### config.mk
export PLATFORM = sky130hd
export DESIGN_NAME = battery_level_smoother_core
export DESIGN_NICKNAME = d
export VERILOG_FILES = /design/src/rtl/core/bls_pkg.sv /design/src/rtl/core/bls_update.sv /design/src/rtl/core/battery_level_smoother_core.sv
export SDC_FILE = /design/constraint.sdc
export NUM_CORES = 2
export LEC_CHECK = 0
export BUFFER_PORTS_ARGS = -buffer_cell sky130_fd_sc_hd__buf_4
export CORE_MARGIN = 1.5
export CORE_UTILIZATION = 70
export DETAILED_ROUTE_END_ITERATION = 16
export PLACE_DENSITY = 0.88
export SLEW_MARGIN = 15
export SYNTH_ARGS = -nofsm -noshare
export SYNTH_HDL_FRONTEND = slang
export SYNTH_HIERARCHICAL = 1
export SYNTH_SLANG_ARGS = --single-unit
### constraint.sdc
create_clock -name clk -period 20.1 [get_ports clk]
set_input_delay 2.01 -clock clk [delete_from_list [all_inputs] [get_ports clk]]
set_output_delay 2.01 -clock clk [all_outputs]
set_load 0.005 [all_outputs]
### src/rtl/core/bls_pkg.sv
// ----------------------------------------------------------------------------
// bls_pkg
// Shared types and constants for the battery level smoother core.
// ----------------------------------------------------------------------------
`default_nettype none

package bls_pkg;

  // Default values of the top-level parameters.
  localparam int TIME_BITS_DEFAULT = 32;
  localparam int FRAC_BITS_DEFAULT = 16;

  // Fixed field widths.
  localparam int LEVEL_BITS   = 7;
  localparam int ALPHA_BITS   = 16;
  localparam int COUNT_BITS   = 4;
  localparam int WARMUP_BITS  = 3;
  localparam int FAST_BITS    = 16;
  localparam int SLOW_BITS    = 24;
  localparam int DELAY_BITS   = 16;
  localparam int CFG_IDX_BITS = 3;
  localparam int CFG_DATA_BITS = 24;

  // Largest legal sample and saturation point of the read counter.
  localparam logic [LEVEL_BITS-1:0] LEVEL_MAX      = 7'd100;
  localparam logic [COUNT_BITS-1:0] READ_COUNT_MAX = 4'd15;

  // Register reset values.
  localparam logic [DELAY_BITS-1:0]  STARTUP_DELAY_RESET = 16'd3000;
  localparam logic [FAST_BITS-1:0]   FAST_INTERVAL_RESET = 16'd3000;
  localparam logic [SLOW_BITS-1:0]   SLOW_INTERVAL_RESET = 24'd30000;
  localparam logic [WARMUP_BITS-1:0] WARMUP_READS_RESET  = 3'd3;
  localparam logic [ALPHA_BITS-1:0]  ALPHA_RESET         = 16'd9830;
  localparam logic [LEVEL_BITS-1:0]  RISE_MARGIN_RESET   = 7'd2;

  // Configuration register indexes.
  typedef enum logic [CFG_IDX_BITS-1:0] {
    REG_STARTUP_DELAY = 3'd0,
    REG_FAST_INTERVAL = 3'd1,
    REG_SLOW_INTERVAL = 3'd2,
    REG_WARMUP_READS  = 3'd3,
    REG_ALPHA         = 3'd4,
    REG_RISE_MARGIN   = 3'd5
  } bls_reg_t;

  // Configuration register set.
  typedef struct packed {
    logic [DELAY_BITS-1:0]  startup_delay_ms;
    logic [FAST_BITS-1:0]   fast_interval_ms;
    logic [SLOW_BITS-1:0]   slow_interval_ms;
    logic [WARMUP_BITS-1:0] warmup_reads;
    logic [ALPHA_BITS-1:0]  alpha_q16;
    logic [LEVEL_BITS-1:0]  rise_margin;
  } bls_cfg_t;

endpackage

`default_nettype wire

### src/rtl/core/bls_update.sv
// ----------------------------------------------------------------------------
// bls_update
// Combinational state update for one poll tick: poll gating, warm-up load,
// exponential average and display hysteresis.
// ----------------------------------------------------------------------------
`default_nettype none

module bls_update #(
  parameter int TIME_BITS = bls_pkg::TIME_BITS_DEFAULT,
  parameter int FRAC_BITS = bls_pkg::FRAC_BITS_DEFAULT
) (
  input  wire bls_pkg::bls_cfg_t                        cfg,
  input  wire logic [TIME_BITS-1:0]                     now_ms,
  input  wire logic [bls_pkg::LEVEL_BITS-1:0]           level_percent,
  input  wire logic                                     level_valid,
  input  wire logic [TIME_BITS-1:0]                     last_poll_time,
  input  wire logic [bls_pkg::COUNT_BITS-1:0]           read_count,
  input  wire logic [bls_pkg::LEVEL_BITS+FRAC_BITS-1:0] average_q16,
  input  wire logic [bls_pkg::LEVEL_BITS-1:0]           display_value,
  input  wire logic                                     display_known,
  output logic      [TIME_BITS-1:0]                     last_poll_time_next,
  output logic      [bls_pkg::COUNT_BITS-1:0]           read_count_next,
  output logic      [bls_pkg::LEVEL_BITS+FRAC_BITS-1:0] average_q16_next,
  output logic      [bls_pkg::LEVEL_BITS-1:0]           display_value_next,
  output logic                                          display_known_next,
  output logic                                          changed
);

  localparam int LB    = bls_pkg::LEVEL_BITS;
  localparam int AB    = bls_pkg::ALPHA_BITS;
  localparam int AVG_W = LB + FRAC_BITS;
  localparam int CMP_W = (TIME_BITS > bls_pkg::SLOW_BITS) ? TIME_BITS : bls_pkg::SLOW_BITS;
  localparam int ACC_W = AVG_W + AB + 2;

  logic                    sample_ok;
  logic                    poll_ok;
  logic [TIME_BITS-1:0]    elapsed;
  logic [CMP_W-1:0]        interval;
  logic [bls_pkg::COUNT_BITS-1:0] count_inc;
  logic                    load_direct;
  logic [AVG_W-1:0]        level_q;
  logic signed [AVG_W:0]   delta;
  logic signed [ACC_W-1:0] product;
  logic signed [ACC_W-1:0] acc;
  logic [AVG_W-1:0]        avg_new;
  logic [AVG_W:0]          avg_round;
  logic [LB-1:0]           smooth;
  logic                    rise_ok;

  // Poll gating: startup delay, then the warm-up or steady interval.
  assign sample_ok = level_valid && (level_percent <= bls_pkg::LEVEL_MAX);
  assign elapsed   = now_ms - last_poll_time;
  assign interval  = (read_count < {1'b0, cfg.warmup_reads}) ?
                     CMP_W'(cfg.fast_interval_ms) : CMP_W'(cfg.slow_interval_ms);
  assign poll_ok   = (CMP_W'(now_ms) >= CMP_W'(cfg.startup_delay_ms)) &&
                     (CMP_W'(elapsed) >= interval);

  // Saturating count of valid reads, and the direct-load decision.
  assign count_inc   = (read_count < bls_pkg::READ_COUNT_MAX) ?
                       read_count + bls_pkg::COUNT_BITS'(1) : read_count;
  assign load_direct = (count_inc <= {1'b0, cfg.warmup_reads}) || !display_known;

  // Average update as avg + (level - avg) * alpha, rounded half up.
  assign level_q = {level_percent, {FRAC_BITS{1'b0}}};
  assign delta   = $signed({1'b0, level_q}) - $signed({1'b0, average_q16});
  assign product = ACC_W'(delta) * ACC_W'($signed({1'b0, cfg.alpha_q16}));
  assign acc     = $signed({2'b00, average_q16, {AB{1'b0}}}) + product +
                   $signed({{(ACC_W-AB){1'b0}}, 1'b1, {(AB-1){1'b0}}});
  assign avg_new = acc[AVG_W+AB-1:AB];

  // Rounded average and rise hysteresis.
  assign avg_round = {1'b0, avg_new} + {{(LB+1){1'b0}}, 1'b1, {(FRAC_BITS-1){1'b0}}};
  assign smooth    = avg_round[AVG_W-1:FRAC_BITS];
  assign rise_ok   = {1'b0, smooth} >= ({1'b0, display_value} + {1'b0, cfg.rise_margin});

  // Next state selection.
  always_comb begin
    last_poll_time_next = last_poll_time;
    read_count_next     = read_count;
    average_q16_next    = average_q16;
    display_value_next  = display_value;
    display_known_next  = display_known;
    changed             = 1'b0;
    if (poll_ok) begin
      last_poll_time_next = now_ms;
      if (sample_ok) begin
        read_count_next = count_inc;
        if (load_direct) begin
          average_q16_next   = level_q;
          display_value_next = level_percent;
          display_known_next = 1'b1;
          changed            = !display_known || (display_value != level_percent);
        end else begin
          average_q16_next = avg_new;
          if ((smooth != display_value) && ((smooth < display_value) || rise_ok)) begin
            display_value_next = smooth;
            changed            = 1'b1;
          end
        end
      end
    end
  end

endmodule

`default_nettype wire

### src/rtl/core/battery_level_smoother_core.sv
// ----------------------------------------------------------------------------
// battery_level_smoother_core
// Battery level smoother: exponential moving average with rise hysteresis,
// one result beat for every poll tick beat.
// ----------------------------------------------------------------------------
//
//  Channel   Direction  Signals                          Content
//  s_*       in         s_tvalid s_tready s_tdata s_tuser poll tick
//  m_*       out        m_tvalid m_tready m_tdata m_tuser display result
//  cfg_*     in         cfg_valid cfg_ready cfg_index cfg_data register write
//
//  A tick beat is registered in the input register, updated against the state
//  combinationally and written to the result register; one beat per cycle is
//  sustained while m_tready stays high. The state loop (poll time, count,
//  average, display) is closed through a single 24x17 multiply in the update.
//  Reset clears the state and loads the register defaults.
//  A stalled result register holds its beat while one more tick waits in the
//  input register; s_tready drops only when both are full.
// ----------------------------------------------------------------------------
`default_nettype none

module battery_level_smoother_core #(
  parameter int TIME_BITS = bls_pkg::TIME_BITS_DEFAULT,
  parameter int FRAC_BITS = bls_pkg::FRAC_BITS_DEFAULT
) (
  input  wire logic clk,
  input  wire logic rst,
  input  wire logic                                  s_tvalid,
  output logic                                       s_tready,
  // [TIME_BITS-1:0] now_ms, [TIME_BITS+6:TIME_BITS] level_percent, zero pad
  input  wire logic [((TIME_BITS+bls_pkg::LEVEL_BITS+7)/8)*8-1:0] s_tdata,
  // [0] level_valid
  input  wire logic [0:0]                            s_tuser,
  output logic                                       m_tvalid,
  input  wire logic                                  m_tready,
  // [6:0] shown_percent, [7] zero pad
  output logic [7:0]                                 m_tdata,
  // [0] shown_valid, [1] shown_changed
  output logic [1:0]                                 m_tuser,
  input  wire logic                                  cfg_valid,
  output logic                                       cfg_ready,
  input  wire logic [bls_pkg::CFG_IDX_BITS-1:0]      cfg_index,
  input  wire logic [bls_pkg::CFG_DATA_BITS-1:0]     cfg_data
);

  localparam int LB    = bls_pkg::LEVEL_BITS;
  localparam int AVG_W = LB + FRAC_BITS;

  bls_pkg::bls_cfg_t cfg;

  // Input register.
  logic                 in_valid;
  logic [TIME_BITS-1:0] in_now;
  logic [LB-1:0]        in_level;
  logic                 in_flag;

  // State.
  logic [TIME_BITS-1:0]           last_poll_time;
  logic [bls_pkg::COUNT_BITS-1:0] read_count;
  logic [AVG_W-1:0]               average_q16;
  logic [LB-1:0]                  display_value;
  logic                           display_known;

  logic [TIME_BITS-1:0]           last_poll_time_next;
  logic [bls_pkg::COUNT_BITS-1:0] read_count_next;
  logic [AVG_W-1:0]               average_q16_next;
  logic [LB-1:0]                  display_value_next;
  logic                           display_known_next;
  logic                           changed_next;

  // Result register.
  logic          out_valid;
  logic [LB-1:0] out_percent;
  logic          out_known;
  logic          out_changed;

  logic advance;

  // Handshakes: the tick moves on when the result register is free or is being read out.
  assign advance   = in_valid && (!out_valid || m_tready);
  assign s_tready  = !in_valid || advance;
  assign cfg_ready = 1'b1;

  // Configuration registers.
  always_ff @(posedge clk) begin
    if (rst) begin
      cfg.startup_delay_ms <= bls_pkg::STARTUP_DELAY_RESET;
      cfg.fast_interval_ms <= bls_pkg::FAST_INTERVAL_RESET;
      cfg.slow_interval_ms <= bls_pkg::SLOW_INTERVAL_RESET;
      cfg.warmup_reads     <= bls_pkg::WARMUP_READS_RESET;
      cfg.alpha_q16        <= bls_pkg::ALPHA_RESET;
      cfg.rise_margin      <= bls_pkg::RISE_MARGIN_RESET;
    end else if (cfg_valid && cfg_ready) begin
      unique case (cfg_index)
        bls_pkg::REG_STARTUP_DELAY: cfg.startup_delay_ms <= cfg_data[bls_pkg::DELAY_BITS-1:0];
        bls_pkg::REG_FAST_INTERVAL: cfg.fast_interval_ms <= cfg_data[bls_pkg::FAST_BITS-1:0];
        bls_pkg::REG_SLOW_INTERVAL: cfg.slow_interval_ms <= cfg_data[bls_pkg::SLOW_BITS-1:0];
        bls_pkg::REG_WARMUP_READS:  cfg.warmup_reads     <= cfg_data[bls_pkg::WARMUP_BITS-1:0];
        bls_pkg::REG_ALPHA:         cfg.alpha_q16        <= cfg_data[bls_pkg::ALPHA_BITS-1:0];
        bls_pkg::REG_RISE_MARGIN:   cfg.rise_margin      <= cfg_data[LB-1:0];
        default: ;
      endcase
    end
  end

  // Input register: capture a tick beat.
  always_ff @(posedge clk) begin
    if (rst) begin
      in_valid <= 1'b0;
    end else if (s_tvalid && s_tready) begin
      in_valid <= 1'b1;
    end else if (advance) begin
      in_valid <= 1'b0;
    end
  end

  always_ff @(posedge clk) begin
    if (s_tvalid && s_tready) begin
      in_now   <= s_tdata[TIME_BITS-1:0];
      in_level <= s_tdata[TIME_BITS+LB-1:TIME_BITS];
      in_flag  <= s_tuser[0];
    end
  end

  // Update logic.
  bls_update #(
    .TIME_BITS (TIME_BITS),
    .FRAC_BITS (FRAC_BITS)
  ) u_update (
    .cfg                 (cfg),
    .now_ms              (in_now),
    .level_percent       (in_level),
    .level_valid         (in_flag),
    .last_poll_time      (last_poll_time),
    .read_count          (read_count),
    .average_q16         (average_q16),
    .display_value       (display_value),
    .display_known       (display_known),
    .last_poll_time_next (last_poll_time_next),
    .read_count_next     (read_count_next),
    .average_q16_next    (average_q16_next),
    .display_value_next  (display_value_next),
    .display_known_next  (display_known_next),
    .changed             (changed_next)
  );

  // State registers advance with the tick.
  always_ff @(posedge clk) begin
    if (rst) begin
      last_poll_time <= '0;
      read_count     <= '0;
      average_q16    <= '0;
      display_value  <= '0;
      display_known  <= 1'b0;
    end else if (advance) begin
      last_poll_time <= last_poll_time_next;
      read_count     <= read_count_next;
      average_q16    <= average_q16_next;
      display_value  <= display_value_next;
      display_known  <= display_known_next;
    end
  end

  // Result register.
  always_ff @(posedge clk) begin
    if (rst) begin
      out_valid <= 1'b0;
    end else if (advance) begin
      out_valid <= 1'b1;
    end else if (m_tready) begin
      out_valid <= 1'b0;
    end
  end

  always_ff @(posedge clk) begin
    if (advance) begin
      out_percent <= display_known_next ? display_value_next : '0;
      out_known   <= display_known_next;
      out_changed <= changed_next;
    end
  end

  assign m_tvalid = out_valid;
  assign m_tdata  = {1'b0, out_percent};
  assign m_tuser  = {out_changed, out_known};

`ifndef NO_ASSERTIONS
  // State is only touched by a tick moving into the result register.
  a_count_hold: assert property (@(posedge clk) disable iff (rst)
    !advance |=> $stable(read_count) && $stable(average_q16))
    else $error("state changed without a tick");

  // Once a valid sample has been shown, the display stays known.
  a_known_sticky: assert property (@(posedge clk) disable iff (rst)
    display_known |=> display_known)
    else $error("display lost its known flag");

  // The average never leaves the range of a percentage.
  a_avg_range: assert property (@(posedge clk) disable iff (rst)
    average_q16 <= {bls_pkg::LEVEL_MAX, {FRAC_BITS{1'b0}}})
    else $error("average above one hundred percent");

  // A change can only be reported on a known display.
  a_changed_known: assert property (@(posedge clk) disable iff (rst)
    (m_tvalid && m_tuser[1]) |-> m_tuser[0])
    else $error("change reported on an unknown display");

  // The display value stays a legal percentage.
  a_display_range: assert property (@(posedge clk) disable iff (rst)
    display_value <= bls_pkg::LEVEL_MAX)
    else $error("display above one hundred percent");
`endif

endmodule

`default_nettype wire

==> results.py <==
metrics = {
    "floorplanning": {
        "die_y_um": 201,
        "start_util_pct": 71.0,
        "die_w_um": 201,
        "pin_count": 86,
        "core_area_um2": 38700,
        "dieArea_um2": 40500,
        "num_rows": 72,
    },
    "clock_network": {
        "h-tree-depth": 4,
        "cts_buffer_depth": 2,
        "clock-sinks": 200,
        "clk_pin_slew_ns": 0.08,
        "worstSkewPairLatency_ns": 0.45,
        "cts_tree": "yes",
        "cts-root-buf": "clkbuf_16",
        "postCtsHoldBufs": 0,
        "cts_buffers": 17,
        "postCtsSetupBuffers": 0,
        "cts_resized": 0,
    },
    "global_routing": {
        "overflow": 0,
        "grt_antenna_before_repair": 1,
        "grt_pass1_vias": 22700,
        "track_usage_pct": 33.9,
        "grt_pass1_wl_um": 110000,
        "grt_max_degree": 139,
    },
    "critical_path": {
        "crit_arrival_ns": 12.09,
        "cp.required_ns": 20.32,
        "critPathCaptureType": "register",
        "crit_path_start": "average_q16[4]$_SDFFE_PP0P_",
        "worst-path-max-fanout": 16,
        "crit_buf_inv": 3,
        "critPathMaxStageDelay_ns": 0.71,
        "regToRegEndpoint": "out_percent[4]$_SDFFCE_PN0P_",
        "crit_end": "out_percent[4]$_SDFFCE_PN0P_",
        "r2r_start": "average_q16[4]$_SDFFE_PP0P_",
        "r2r_slack_ns": 8.22,
        "start_kind": "register",
        "crit_type": "reg -> reg",
        "crit_top_cell": "fa_1",
        "ff2ff_path_depth": 37,
        "cpMaxStageDelayCell": "or4_1",
        "cp_top_family": "adder cells",
        "cp.depth": 37,
    },
    "cells_and_area": {
        "drive_gt1_share_pct": 5.97,
        "area_growth_pct": 5.52,
        "final_nets": 3819,
        "multiInputGateArea_um2": 20100,
        "fillers": 2670,
        "seq_area_um2": 4490,
        "diodes": 0,
    },
    "route": {
        "viasPerCell": 5.81,
        "drc": 0,
        "wl_um": 66000,
        "num_vias": 21300,
        "wl_per_cell_um": 18.0,
        "ant_nets": 0,
        "firstDrtPassIters": 5,
        "first_iter_violations": 1424,
    },
    "placement": {
        "port_buffers": 82,
        "gp_congestion": 0.932,
        "dp_hpwl_um": 51700,
    },
    "yosys": {
        "synth_cell_types": 86,
        "async_reset_ff_share_pct": 0,
        "yosys.area.top_type": "fa_1",
        "synth_edf_count": 49,
        "yosys_register_bits": 200,
        "syn-num-nets": 3830,
        "synth.most_common_cell": "inv_1",
        "synthCells": 3148,
        "synthFlopType": "dfxtp_1",
        "synth_common_cells": "607 x inv_1, 397 x fa_1, 382 x nand2_1",
        "synth_area_leaders": "fa_1 29%, dfxtp_1 11%, ha_1 9.6%",
        "syn_area_per_cell_um2": 8.74,
        "yosys_warnings": 6,
        "synthesis.area_um2": 27500,
        "ys_seq_area_share_pct": 16.3,
        "synth_top_area_share_pct": 28.9,
    },
    "timing": {
        "final_hold_viol_count": 0,
        "finalSetupTns_ns": 0,
        "slew_headroom_pct": 22.4,
        "worst_pin_slew_ns": 1.16,
        "setup_viol": 0,
        "slew_viol_final": 0,
        "skew_ns": 0.0123,
        "rsz0062_at_grt": "false",
        "min_period_over_period_pct": 59.1,
        "max_freq_mhz": 84.2,
        "period_needed_ns": 11.88,
    },
    "status": {
        "outcome": "completed",
    },
    "run": {
        "max-cap-violations": 0,
    },
    "min_path": {
        "hold_class": "reg -> reg",
    },
}
[layout make-up]
class	count	share of cell area, %
tap	518	2.23
inverter	607	7.85
timing repair buffer	115	2.99
clock buffer	17	1.47
sequential	200	15.5
multi-input combinational	2196	69.4
clock inverter	15	0.608
[flip-flops by register name, indices dropped and copies added, names as in the netlist]
signal	flops
last_poll_time	32
in_flag	1
in_valid	1
m_tvalid	1
in_level	7
out_known	1
read_count	4
out_percent	7
display_known	1
display_value	7
average_q16	23
in_now	32
out_changed	1
cfg	82
[metal layers]
metal  global-route usage, %  wire [µm]
met5                       0          0
met1                    41.3      25400
met2                    59.2      33100
met4                    13.7       2440
met3                    6.32       4940
[metrics by stage]
stage                     utilization, %  cell area, µm²  hold slack [ns]  instances  worst slack (ns)
after floorplan                        -           27500            0.433       3148             10.01
after global routing                74.9           29000            0.486       3668              7.58
after CTS                           74.9           29000            0.459       3668              8.41
after global placement              73.4           28400            0.440       3636              8.71
final                               74.9           29000            0.459       3668              8.22
after detailed placement            73.4           28400            0.447       3636              8.51
[worst min-delay path, stage by stage, from the launching register on]
cell	delay [ns]
dfxtp_1	0.31
nand2_1	0.05
a21oi_1	0.05
[cells in the final DEF, fill, tap and decap left out, types with 11 or more instances in the layout]
| master | n |
|---|---|
| fa_1 | 397 |
| nor2b_1 | 11 |
| clkbuf_16 | 17 |
| and2_1 | 208 |
| o21a_1 | 16 |
| o21ai_0 | 78 |
| mux2i_1 | 90 |
| nand3_1 | 28 |
| buf_4 | 114 |
| nor3_1 | 56 |
| o21bai_1 | 12 |
| ha_1 | 212 |
| nand2_1 | 382 |
| dfxtp_1 | 151 |
| a31oi_1 | 11 |
| a21o_1 | 30 |
| xor2_1 | 26 |
| edfxtp_1 | 49 |
| xnor2_1 | 68 |
| o31ai_1 | 16 |
| nand2b_1 | 146 |
| inv_1 | 607 |
| a21oi_1 | 162 |
| o211ai_1 | 12 |
| nor2_1 | 75 |
[cells by family (layout without fill, tap and decap cells)]
family | count (synthesis) | after routing | share of synthesized area, %
xor+xnor | 103 | 103 | 3.33
flops | 200 | 200 | 16.3
compound gates | 410 | 410 | 9.29
mux | 94 | 94 | 3.44
buf+inv | 752 | 754 | 10.8
other cells | 2 | 2 | 0.0273
fa+ha+maj | 609 | 609 | 38.5
simple gates | 978 | 978 | 18.3
[worst min path at each step]
stage	from	to	depth (start not counted)
after floorplan	cfg[26]$_SDFFE_PP0P_	cfg[26]$_SDFFE_PP0P_	2
final	cfg[56]$_SDFFE_PP0P_	cfg[56]$_SDFFE_PP0P_	2
after global placement	cfg[26]$_SDFFE_PP0P_	cfg[26]$_SDFFE_PP0P_	2
after global routing	cfg[56]$_SDFFE_PP0P_	cfg[56]$_SDFFE_PP0P_	2
after detailed placement	cfg[60]$_SDFFE_PP0P_	cfg[60]$_SDFFE_PP0P_	2
after CTS	cfg[60]$_SDFFE_PP0P_	cfg[60]$_SDFFE_PP0P_	2
Power is left out: the tool's default activity adds up to more than one toggle a clock period on the data nets, which glitch-free logic cannot reach.
